$ cat src/nhht_pkg.sv
// Shared types and constants of the next-hop hash table.
package nhht_pkg;

    localparam int ID_W     = 8;
    localparam int STATUS_W = 2;
    localparam int ID_SPAN  = 2 ** ID_W;

    localparam logic REQ_SET    = 1'b0;
    localparam logic REQ_LOOKUP = 1'b1;

    localparam logic [STATUS_W-1:0] STATUS_LOOKUP   = 2'd0;
    localparam logic [STATUS_W-1:0] STATUS_UPDATED  = 2'd1;
    localparam logic [STATUS_W-1:0] STATUS_INSERTED = 2'd2;
    localparam logic [STATUS_W-1:0] STATUS_FULL     = 2'd3;

    typedef enum logic [1:0] {
        ST_CLEAR,
        ST_IDLE,
        ST_SCAN,
        ST_UPDATE
    } nhht_state_t;

endpackage

$ cat src/nhht_ram.sv
// Simple dual-port RAM with one write port and one registered read port.
module nhht_ram #(
    parameter int DEPTH  = 16,
    parameter int WIDTH  = 4,
    parameter int ADDR_W = 4
) (
    input  logic              aclk,
    input  logic              we,
    input  logic [ADDR_W-1:0] waddr,
    input  logic [WIDTH-1:0]  wdata,
    input  logic              re,
    input  logic [ADDR_W-1:0] raddr,
    output logic [WIDTH-1:0]  rdata
);

    logic [WIDTH-1:0] mem [DEPTH];

    always_ff @(posedge aclk) begin
        if (we) begin
            mem[waddr] <= wdata;
        end
    end

    always_ff @(posedge aclk) begin
        if (re) begin
            rdata <= mem[raddr];
        end
    end

endmodule

$ cat src/next_hop_hash_table_core.sv
// Top level of the next-hop hash table: sequencer, way compare unit and table memories.
//
// A request enters on the s_ channel (s_valid/s_ready). A set request (s_req_type 0)
// updates the entry of s_dest_id in its bucket, or inserts it into the lowest free way,
// or reports the bucket as full and drops the write. A lookup request (s_req_type 1)
// returns the stored next hop and a found flag. One result per request leaves on the
// m_ channel (m_valid/m_ready) with m_found, m_next_hop_out and m_status.
// The bucket is the masked destination ID modulo BUCKETS, taken from a constant table.
// A single comparator walks the ways of the bucket, one way per cycle, reading the
// entry memory through its registered read port; a last cycle writes the table back.
// The result is registered after the scan and update states, and the block takes a new
// request only once it is back in the idle state, after the previous one is finished.
// The result sits in an output register: the block accepts the next request while a
// result waits, and only holds the write-back cycle while the receiver stalls.
// After reset the valid bits are cleared row by row, one bucket per cycle;
// s_ready stays low until that sweep is done.
module next_hop_hash_table_core #(
    parameter int BUCKETS = 16,
    parameter int WAYS    = 4,
    parameter int ID_BITS = 8
) (
    input  logic                          aclk,
    input  logic                          aresetn,
    input  logic                          s_valid,
    output logic                          s_ready,
    input  logic                          s_req_type,
    input  logic [nhht_pkg::ID_W-1:0]     s_dest_id,
    input  logic [nhht_pkg::ID_W-1:0]     s_next_hop_in,
    output logic                          m_valid,
    input  logic                          m_ready,
    output logic                          m_found,
    output logic [nhht_pkg::ID_W-1:0]     m_next_hop_out,
    output logic [nhht_pkg::STATUS_W-1:0] m_status
);

    import nhht_pkg::*;

    localparam int BUCKET_W   = $clog2(BUCKETS);
    localparam int WAY_W      = (WAYS > 1) ? $clog2(WAYS) : 1;
    localparam int KEY_W      = ID_BITS;
    localparam int ENTRY_W    = 2 * KEY_W;
    localparam int DATA_AW    = BUCKET_W + WAY_W;
    localparam int DATA_DEPTH = BUCKETS * (2 ** WAY_W);
    localparam logic [ID_W-1:0] IN_MASK = ID_W'((1 << ID_BITS) - 1);

    typedef logic [ID_SPAN-1:0][BUCKET_W-1:0] bucket_lut_t;

    function automatic bucket_lut_t build_lut();
        bucket_lut_t lut;
        for (int k = 0; k < ID_SPAN; k++) begin
            lut[k] = BUCKET_W'(k % BUCKETS);
        end
        return lut;
    endfunction

    localparam bucket_lut_t BUCKET_LUT = build_lut();

    nhht_state_t state_reg, state_next;

    logic                  req_reg;
    logic [KEY_W-1:0]      key_reg;
    logic [KEY_W-1:0]      hop_reg;
    logic [BUCKET_W-1:0]   bucket_reg;
    logic [WAY_W-1:0]      way_reg;
    logic                  hit_reg;
    logic [WAY_W-1:0]      hit_way_reg;
    logic [KEY_W-1:0]      hit_hop_reg;
    logic                  free_reg;
    logic [WAY_W-1:0]      free_way_reg;
    logic [BUCKET_W-1:0]   clr_reg;
    logic                  m_valid_reg;
    logic                  m_found_reg;
    logic [ID_W-1:0]       m_hop_reg;
    logic [STATUS_W-1:0]   m_status_reg;

    logic [ID_W-1:0]       in_key;
    logic [ID_W-1:0]       in_hop;
    logic [BUCKET_W-1:0]   in_bucket;
    logic                  s_accept;
    logic                  out_free;
    logic                  last_way;
    logic                  clr_done;
    logic                  cur_valid;
    logic                  cur_match;
    logic [KEY_W-1:0]      rd_dest;
    logic [KEY_W-1:0]      rd_hop;

    logic                  v_we;
    logic [BUCKET_W-1:0]   v_waddr;
    logic [WAYS-1:0]       v_wdata;
    logic                  v_re;
    logic [WAYS-1:0]       v_row;
    logic                  d_we;
    logic [DATA_AW-1:0]    d_waddr;
    logic [ENTRY_W-1:0]    d_wdata;
    logic                  d_re;
    logic [DATA_AW-1:0]    d_raddr;
    logic [ENTRY_W-1:0]    d_rdata;

    assign in_key    = s_dest_id & IN_MASK;
    assign in_hop    = s_next_hop_in & IN_MASK;
    assign in_bucket = BUCKET_LUT[in_key];
    assign s_accept  = s_valid && s_ready;
    assign out_free  = !m_valid_reg || m_ready;
    assign last_way  = (way_reg == WAY_W'(WAYS - 1));
    assign clr_done  = (clr_reg == BUCKET_W'(BUCKETS - 1));
    assign rd_dest   = d_rdata[ENTRY_W-1:KEY_W];
    assign rd_hop    = d_rdata[KEY_W-1:0];
    assign cur_valid = v_row[way_reg];
    assign cur_match = cur_valid && (rd_dest == key_reg);

    nhht_ram #(
        .DEPTH  (BUCKETS),
        .WIDTH  (WAYS),
        .ADDR_W (BUCKET_W)
    ) u_valid_ram (
        .aclk  (aclk),
        .we    (v_we),
        .waddr (v_waddr),
        .wdata (v_wdata),
        .re    (v_re),
        .raddr (in_bucket),
        .rdata (v_row)
    );

    nhht_ram #(
        .DEPTH  (DATA_DEPTH),
        .WIDTH  (ENTRY_W),
        .ADDR_W (DATA_AW)
    ) u_entry_ram (
        .aclk  (aclk),
        .we    (d_we),
        .waddr (d_waddr),
        .wdata (d_wdata),
        .re    (d_re),
        .raddr (d_raddr),
        .rdata (d_rdata)
    );

    always_comb begin
        state_next = state_reg;
        case (state_reg)
            ST_CLEAR: begin
                if (clr_done) begin
                    state_next = ST_IDLE;
                end
            end
            ST_IDLE: begin
                if (s_accept) begin
                    state_next = ST_SCAN;
                end
            end
            ST_SCAN: begin
                if (last_way) begin
                    state_next = ST_UPDATE;
                end
            end
            ST_UPDATE: begin
                if (out_free) begin
                    state_next = ST_IDLE;
                end
            end
            default: begin
                state_next = ST_CLEAR;
            end
        endcase
    end

    always_comb begin
        s_ready = 1'b0;
        v_we    = 1'b0;
        v_waddr = bucket_reg;
        v_wdata = v_row | (WAYS'(1) << free_way_reg);
        v_re    = 1'b0;
        d_we    = 1'b0;
        d_waddr = {bucket_reg, hit_way_reg};
        d_wdata = {key_reg, hop_reg};
        d_re    = 1'b0;
        d_raddr = {in_bucket, WAY_W'(0)};
        case (state_reg)
            ST_CLEAR: begin
                v_we    = 1'b1;
                v_waddr = clr_reg;
                v_wdata = '0;
            end
            ST_IDLE: begin
                s_ready = 1'b1;
                v_re    = s_accept;
                d_re    = s_accept;
            end
            ST_SCAN: begin
                d_re    = 1'b1;
                d_raddr = {bucket_reg, way_reg + WAY_W'(1)};
            end
            ST_UPDATE: begin
                if (out_free && (req_reg == REQ_SET)) begin
                    if (hit_reg) begin
                        d_we = 1'b1;
                    end else if (free_reg) begin
                        d_we    = 1'b1;
                        d_waddr = {bucket_reg, free_way_reg};
                        v_we    = 1'b1;
                    end
                end
            end
            default: begin
                s_ready = 1'b0;
            end
        endcase
    end

    always_ff @(posedge aclk) begin
        if (!aresetn) begin
            state_reg   <= ST_CLEAR;
            clr_reg     <= '0;
            m_valid_reg <= 1'b0;
        end else begin
            state_reg <= state_next;
            if (state_reg == ST_CLEAR) begin
                clr_reg <= clr_reg + BUCKET_W'(1);
            end
            if ((state_reg == ST_UPDATE) && out_free) begin
                m_valid_reg <= 1'b1;
            end else if (m_ready) begin
                m_valid_reg <= 1'b0;
            end
        end
    end

    always_ff @(posedge aclk) begin
        if (s_accept) begin
            req_reg    <= s_req_type;
            key_reg    <= KEY_W'(in_key);
            hop_reg    <= KEY_W'(in_hop);
            bucket_reg <= in_bucket;
            way_reg    <= '0;
            hit_reg    <= 1'b0;
            free_reg   <= 1'b0;
        end else if (state_reg == ST_SCAN) begin
            way_reg <= way_reg + WAY_W'(1);
            if (cur_match && !hit_reg) begin
                hit_reg     <= 1'b1;
                hit_way_reg <= way_reg;
                hit_hop_reg <= rd_hop;
            end
            if (!cur_valid && !free_reg) begin
                free_reg     <= 1'b1;
                free_way_reg <= way_reg;
            end
        end
        if ((state_reg == ST_UPDATE) && out_free) begin
            m_found_reg <= hit_reg;
            if ((req_reg == REQ_LOOKUP) && hit_reg) begin
                m_hop_reg <= ID_W'(hit_hop_reg);
            end else begin
                m_hop_reg <= '0;
            end
            if (req_reg == REQ_LOOKUP) begin
                m_status_reg <= STATUS_LOOKUP;
            end else if (hit_reg) begin
                m_status_reg <= STATUS_UPDATED;
            end else if (free_reg) begin
                m_status_reg <= STATUS_INSERTED;
            end else begin
                m_status_reg <= STATUS_FULL;
            end
        end
    end

    assign m_valid        = m_valid_reg;
    assign m_found        = m_found_reg;
    assign m_next_hop_out = m_hop_reg;
    assign m_status       = m_status_reg;

endmodule
$ cat config.mk
export PLATFORM = sky130hd
export DESIGN_NAME = next_hop_hash_table_core
export DESIGN_NICKNAME = d
export VERILOG_FILES = /design/src/nhht_pkg.sv /design/src/nhht_ram.sv /design/src/next_hop_hash_table_core.sv
export SDC_FILE = /design/constraint.sdc
export NUM_CORES = 1
export LEC_CHECK = 0
export ABC_CLOCK_PERIOD_IN_PS = 3500
export BUFFER_PORTS_ARGS = -buffer_cell sky130_fd_sc_hd__clkbuf_2
export CORE_UTILIZATION = 40
export DETAILED_ROUTE_END_ITERATION = 16
export HOLD_SLACK_MARGIN = 0.03
export PLACE_DENSITY = 0.62
export SETUP_SLACK_MARGIN = 0.1
export SYNTH_ARGS = -nofsm -noshare
export SYNTH_HDL_FRONTEND = slang
export SYNTH_SLANG_ARGS = --single-unit
$ cat constraint.sdc
create_clock -name aclk -period 3.5 [get_ports aclk]
set_input_delay 0 -clock aclk [delete_from_list [all_inputs] [get_ports aclk]]
set_output_delay 0 -clock aclk [all_outputs]
set_load 0.03 [all_outputs]
==> reports/qor.yml, run 1 <==
status: "completed"
grt_start_max_net_pins: 87
worst_ep_required_time_ns: 3.91
grt-ovfl-total: 0
synth_fp_nets: 2731
antenna_found_initial: 4
regMostFlops: "u_entry_ram.mem"
drc: 0
synth_edf_count: 1148
synth_area_sq_mm: 0.0468
grt_pass1_vias: 27200
setup_viol: 0
holdWs_ns: 0.0916
maxCapViolCount: 0
clk_latency_ns: 0.71
highest_layer: "met5"
fin_skew_ns: 0.0338
globalplace.congestion: 1.00
slowest_stage: "o221ai_1"
synth.avg_cell_area_sq_um: 17.3
root_buffer: "clkbuf_16"
yosysSeqAreaShare_pct: 74.2
power_frac_comb_pct: 3.0
slew_viol_final: 0
yosys.area.top_type: "edfxtp_1"
slew_headroom_pct: 24.4
p_int_mw: 23.2
cp-start-kind: "flip-flop"
clockBufferDepth: 3
switching_share_pct: 20.1
cp_slowest_stage_delay_ns: 0.49
crit_buf_inv: 4
crit_family: "compound AO/OA/AOI/OAI gates"
cp.arrival_ns: 3.90
synth_area_leaders: "edfxtp_1 (74%), mux4_2 (7.1%), a221oi_1 (2.1%)"
synth-async-reset-ratio_pct: 0
tightest_slew_ns: 1.13
vias_per_cell: 6.08
path_common_cell: "buf_4"
post-route-period-util_pct: 99.6
ys_types: 78
die_h_microns: 344
worstSetupEndpointType: "flip-flop"
m1WireLength_mm: 55.1
synth_common_cells: "edfxtp_1 (1,148), nor2_1 (161), mux4_2 (147)"
place_ws_ns: -0.0873
drive_gt1_share_pct: 21.2
rows: 125
place_area_sq_mm: 0.0503
dieWidth_microns: 344
p_switching_mw: 5.85
port_buffers: 33
syn2layout_area_growth_pct: 17.0
yosys_register_bits: 1159
clockPowerShare_pct: 45.2
dieArea_sq_mm: 0.118
cts_sinks: 1159
num_vias: 27800
post-route-util_pct: 47.1
ys.flop_type: "edfxtp_1"
final_area_sq_mm: 0.0547
final_nets: 2972
cts_tree: "yes"
p_seq_share_pct: 51.8
post-dp-hpwl_mm: 86.5
routedWlPerCell_microns: 30.0
core_area_sq_mm: 0.116
fin_tns_setup_ns: 0
wl_met3_mm: 12.6
grt_pass1_wl_mm: 196
ios: 34
ant_nets: 0
hp-class: "input pin to flip-flop"
routed_wl_mm: 137
initial_utilization_pct: 40.3
syn-instance-count: 2703
finalWorstSetupSlack_ns: 0.0125
wl_met2_mm: 64.5
finalPower_mw: 29.1
cp_max_fo: 32
synth.yosys.warnings: 0
power_leakage_nw: 17.8
crit_type: "flip-flop to flip-flop"
timing.final.crit_period_ns: 3.49
numCtsBuffers: 115
finalHoldViolCount: 0
final_cells: 4571
max_freq_mhz: 287
vdd_drop_max_mv: 0.366
h-tree-depth: 3
power_density_mw_per_mm2: 532
rsz0062_at_grt: "yes"
clkSlewWorstSetupHoldPaths_ns: 0.06
top_regs: "u_entry_ram.mem (1024), u_valid_ram.mem (64), u_entry_ram.rdata (16)"
worstPathCellList: "inv_1, ha_4, buf_4, nand2b_1, buf_4, a31oi_1, a21oi_1, o21ai_0, buf_4, o221ai_1"
yosysMostFrequentCell: "edfxtp_1"
drt-initial-drc-count: 3496
largest_reg_flops: 1024
placed_cells: 4316
dr.pass1.iters: 6
synth.top_cell.area_share_pct: 73.7
grt_usage_pct: 23.1
## power by group through the flow
stage | logic [mW] | clock network, mW | registers, mW
floorplan | 0.479 | 0 | 15.4
global placement | 0.818 | 0 | 15.4
detailed placement | 0.825 | 0 | 15.4
CTS | 0.861 | 13.3 | 15.1
global route | 0.909 | 13.8 | 15.1
finish | 0.878 | 13.1 | 15.1
## metal layers
| metal | global-route usage (%) | vias up |
|---|---|---|
| met2 | 36.8 | 1490 |
| met1 | 31.6 | 14500 |
| li1 | - | 11600 |
| met4 | 8.08 | 2 |
| met5 | 0 | - |
| met3 | 4.61 | 265 |
## worst min-delay path: stages
cell and delay, ns:
clkbuf_2 0.09, nand2b_1 0.16, nand2_1 0.13, inv_1 0.19
## layout by cell type (no fill, tap or decap), types with 42 or more instances in the layout
master / netlist / routed
nand2_1: 137 / 136
nand2b_1: 46 / 45
a221oi_1: 110 / 110
a21oi_1: 78 / 78
o221ai_1: 70 / 70
clkbuf_16: 0 / 116
mux4_2: 147 / 147
o21ai_0: 128 / 128
buf_12: 3 / 42
edfxtp_1: 1148 / 1148
nor2_1: 161 / 152
mux2i_1: 95 / 93
buf_4: 25 / 198
## repair_timing
item / in CTS / in global routing
setup endpoints to repair: 8 / 10
hold buffers: 34 / 0
resized for setup: 8 / 2
endpoints found under the hold margin: 53 / 0
pin swaps: 0 / 0
setup buffers: 0 / 1
## path summary, 6_finish.rpt
| kind | slack (ns) | startpoint | cells after the start | to |
|---|---|---|---|---|
| setup / recovery | 0.01 | state_reg[0] | 10 | u_entry_ram.rdata[0] |
| setup reg to reg | 0.01 | state_reg[0] | 10 | u_entry_ram.rdata[0] |
| hold reg to reg | 0.45 | u_entry_ram.rdata[0] | 0 | hit_hop_reg[0] |
| hold / removal | 0.09 | m_ready | 4 | m_found |
## final cells by class
type / count / area, sq um
antenna: 2 / 5.00
timing repair buffer: 308 / 2850
fill: 9694 / 61300
sequential: 1159 / 34700
tap: 1524 / 1910
clock inverter: 86 / 1080
clock buffer: 132 / 2960
inverter: 41 / 154
multi-input combinational: 1319 / 11100
## logic make-up after synthesis
kind of cell / Yosys count / share of synthesized area, %
flops: 1159 / 74.2
compound gates: 570 / 8.71
simple gates: 479 / 4.73
mux: 253 / 9.54
buf+inv: 225 / 2.46
xor+xnor: 10 / 0.187
fa+ha+maj: 7 / 0.187
No activity file was read; power rests on OpenSTA's default activity.
==> inputs of run 2 (changes only) <==
Settings changed: ABC_CLOCK_PERIOD_IN_PS 3500 to 3800, CORE_MARGIN from default to 4, PLACE_DENSITY 0.62 to 0.6.
Clock period 3.5 ns to 3.8 ns, I/O delays scaled along.
==> reports/qor.yml, run 2 (same netlist as run 1, synthesis figures left out) <==
cts_sinks: 1159  # unchanged
die_h_microns: 350  # +1.7%
post-route-util_pct: 46.4  # -0.70 points
final_area_sq_mm: 0.0539  # -1.5%
dieArea_sq_mm: 0.122  # +3.5%
ios: 34  # unchanged
grt_usage_pct: 22.2  # -0.89 points
drc: 0  # unchanged
post-route-period-util_pct: 97.3  # -2.3 points
cts_tree: "yes"
switching_share_pct: 20.3  # +0.19 points
finalHoldViolCount: 0  # unchanged
rows: 125  # unchanged
slew_viol_final: 0  # unchanged
holdWs_ns: 0.111  # +0.0189 ns
slowest_stage: "a221oi_1"
rsz0062_at_grt: "no"
cp-start-kind: "flip-flop"
placed_cells: 4283  # -0.76%
port_buffers: 33  # unchanged
grt_pass1_wl_mm: 196  # about the same
maxCapViolCount: 0  # unchanged
top_regs: "u_entry_ram.mem (1024), u_valid_ram.mem (64), u_entry_ram.rdata (16)"
initial_utilization_pct: 40.3  # unchanged
crit_family: "compound AO/OA/AOI/OAI gates"
core_area_sq_mm: 0.116  # unchanged
numCtsBuffers: 119  # +3.5%
h-tree-depth: 3  # unchanged
post-dp-hpwl_mm: 85.8  # -0.76%
p_int_mw: 20.9  # -10%
vdd_drop_max_mv: 0.350  # -4.3%
slew_headroom_pct: 22.3  # -2.1 points
worst_ep_required_time_ns: 4.27  # +0.36 ns
cp_slowest_stage_delay_ns: 0.91  # +0.42 ns
dieWidth_microns: 350  # +1.7%
max_freq_mhz: 270  # -5.7%
vias_per_cell: 6.09  # +0.21%
drive_gt1_share_pct: 19.7  # -1.5 points
p_switching_mw: 5.32  # -9.1%
highest_layer: "met4"
ant_nets: 0  # unchanged
fin_tns_setup_ns: 0  # unchanged
setup_viol: 0  # unchanged
worstPathCellList: "inv_1, ha_4, nand2b_1, buf_4, o22ai_1, a221oi_1, nand4_1, o221a_2"
routedWlPerCell_microns: 30.3  # +1.1%
dr.pass1.iters: 6  # unchanged
wl_met2_mm: 63.3  # -1.8%
num_vias: 27600  # -0.54%
finalPower_mw: 26.2  # -9.9%
grt-ovfl-total: 0  # unchanged
worstSetupPathDepth: 8  # -2
fin_skew_ns: 0.0291  # -0.00471 ns
power_leakage_nw: 17.5  # -1.7%
r2r_cells: 8  # -2
largest_reg_flops: 1024  # unchanged
clockPowerShare_pct: 44.0  # -1.2 points
tightest_slew_ns: 1.17  # +0.0357 ns
wl_met3_mm: 14.1  # +13%
syn2layout_area_growth_pct: 15.3
worstSetupEndpointType: "flip-flop"
finalWorstSetupSlack_ns: 0.102  # +0.0893 ns
grt_pass1_vias: 26900  # -0.85%
cp_max_fo: 26  # -19%
antenna_found_initial: 7  # +3
min_path_cells: 4  # unchanged
timing.final.crit_period_ns: 3.70  # +0.211 ns
globalplace.congestion: 0.936  # -6.6%
clk_latency_ns: 0.71  # about the same
grt_start_max_net_pins: 103  # +18%
place_ws_ns: 0.0734  # +0.161 ns
drt-initial-drc-count: 4045  # +16%
final_common_cell: "edfxtp_1"
clockBufferDepth: 3  # unchanged
power_frac_comb_pct: 3.0  # about the same
p_seq_share_pct: 53.0  # +1.2 points
hp-class: "input pin to flip-flop"
place_area_sq_mm: 0.0497  # -1.1%
crit_type: "flip-flop to flip-flop"
m1WireLength_mm: 53.9  # -2.0%
mostFrequentLayoutCells: "edfxtp_1 (1,148), buf_4 (189), nor2_1 (160), mux4_2 (147), nand2_1 (136)"
clkSlewWorstSetupHoldPaths_ns: 0.06  # about the same
status: "completed"
routed_wl_mm: 138  # +0.37%
final_cells: 4537  # -0.74%
final_nets: 2943  # -0.98%
regMostFlops: "u_entry_ram.mem"
root_buffer: "clkbuf_16"
power_density_mw_per_mm2: 486  # -8.6%
cp.arrival_ns: 4.16  # +0.26 ns
crit_buf_inv: 2  # -2
[run 2: worst paths after layout]
path / from / slack [ns] / end
max reg2reg: state_reg[0] / 0.10 / u_entry_ram.rdata[7]
min reg2reg: clr_reg[0] / 0.55 / clr_reg[0]
max: state_reg[0] / 0.10 / u_entry_ram.rdata[7]
min: m_ready / 0.11 / m_next_hop_out[3]
[run 2: layout make-up]
| class | count | area, sq um |
|---|---|---|
| well taps | 1524 | 1910 |
| fillers | 9767 | 62100 |
| flip-flops and latches | 1159 | 34700 |
| inverters | 41 | 154 |
| clock inverters | 80 | 736 |
| multi-input cells | 1320 | 11000 |
| clock buffers | 138 | 3110 |
| diodes | 1 | 2.50 |
| repair buffers | 274 | 2300 |
[run 2: per-layer routing]
| layer | track usage [%] | up-vias |
|---|---|---|
| li1 | - | 11500 |
| met1 | 30.0 | 14300 |
| met2 | 34.7 | 1500 |
| met3 | 5.42 | 305 |
| met4 | 8.75 | 0 |
| met5 | 0 | - |
[run 2: repair_timing]
action                                  4_1_cts  5_1_grt
gates cloned                                  1        0
endpoints found under the setup margin        2      145
endpoints found under the hold margin        52        0
pin swaps                                     0        0
buffers inserted                              0        1
hold buffers                                 33        0
gates resized for setup                       0        2
[run 2: tightest hold or removal path, delay by kind of cell]
kind,cells,cell delay (ns)
AND/OR/NAND/NOR,2,0.30
buffers and inverters,2,0.29
[run 2: power groups by stage]
stage	clock, mW	sequential (mW)	combinational, mW
6_report	11.5	13.9	0.786
5_1_grt	12.3	13.9	0.816
4_1_cts	11.7	13.9	0.770
3_5_place_dp	0	14.1	0.740
3_3_place_gp	0	14.1	0.736
2_1_floorplan	0	14.1	0.441
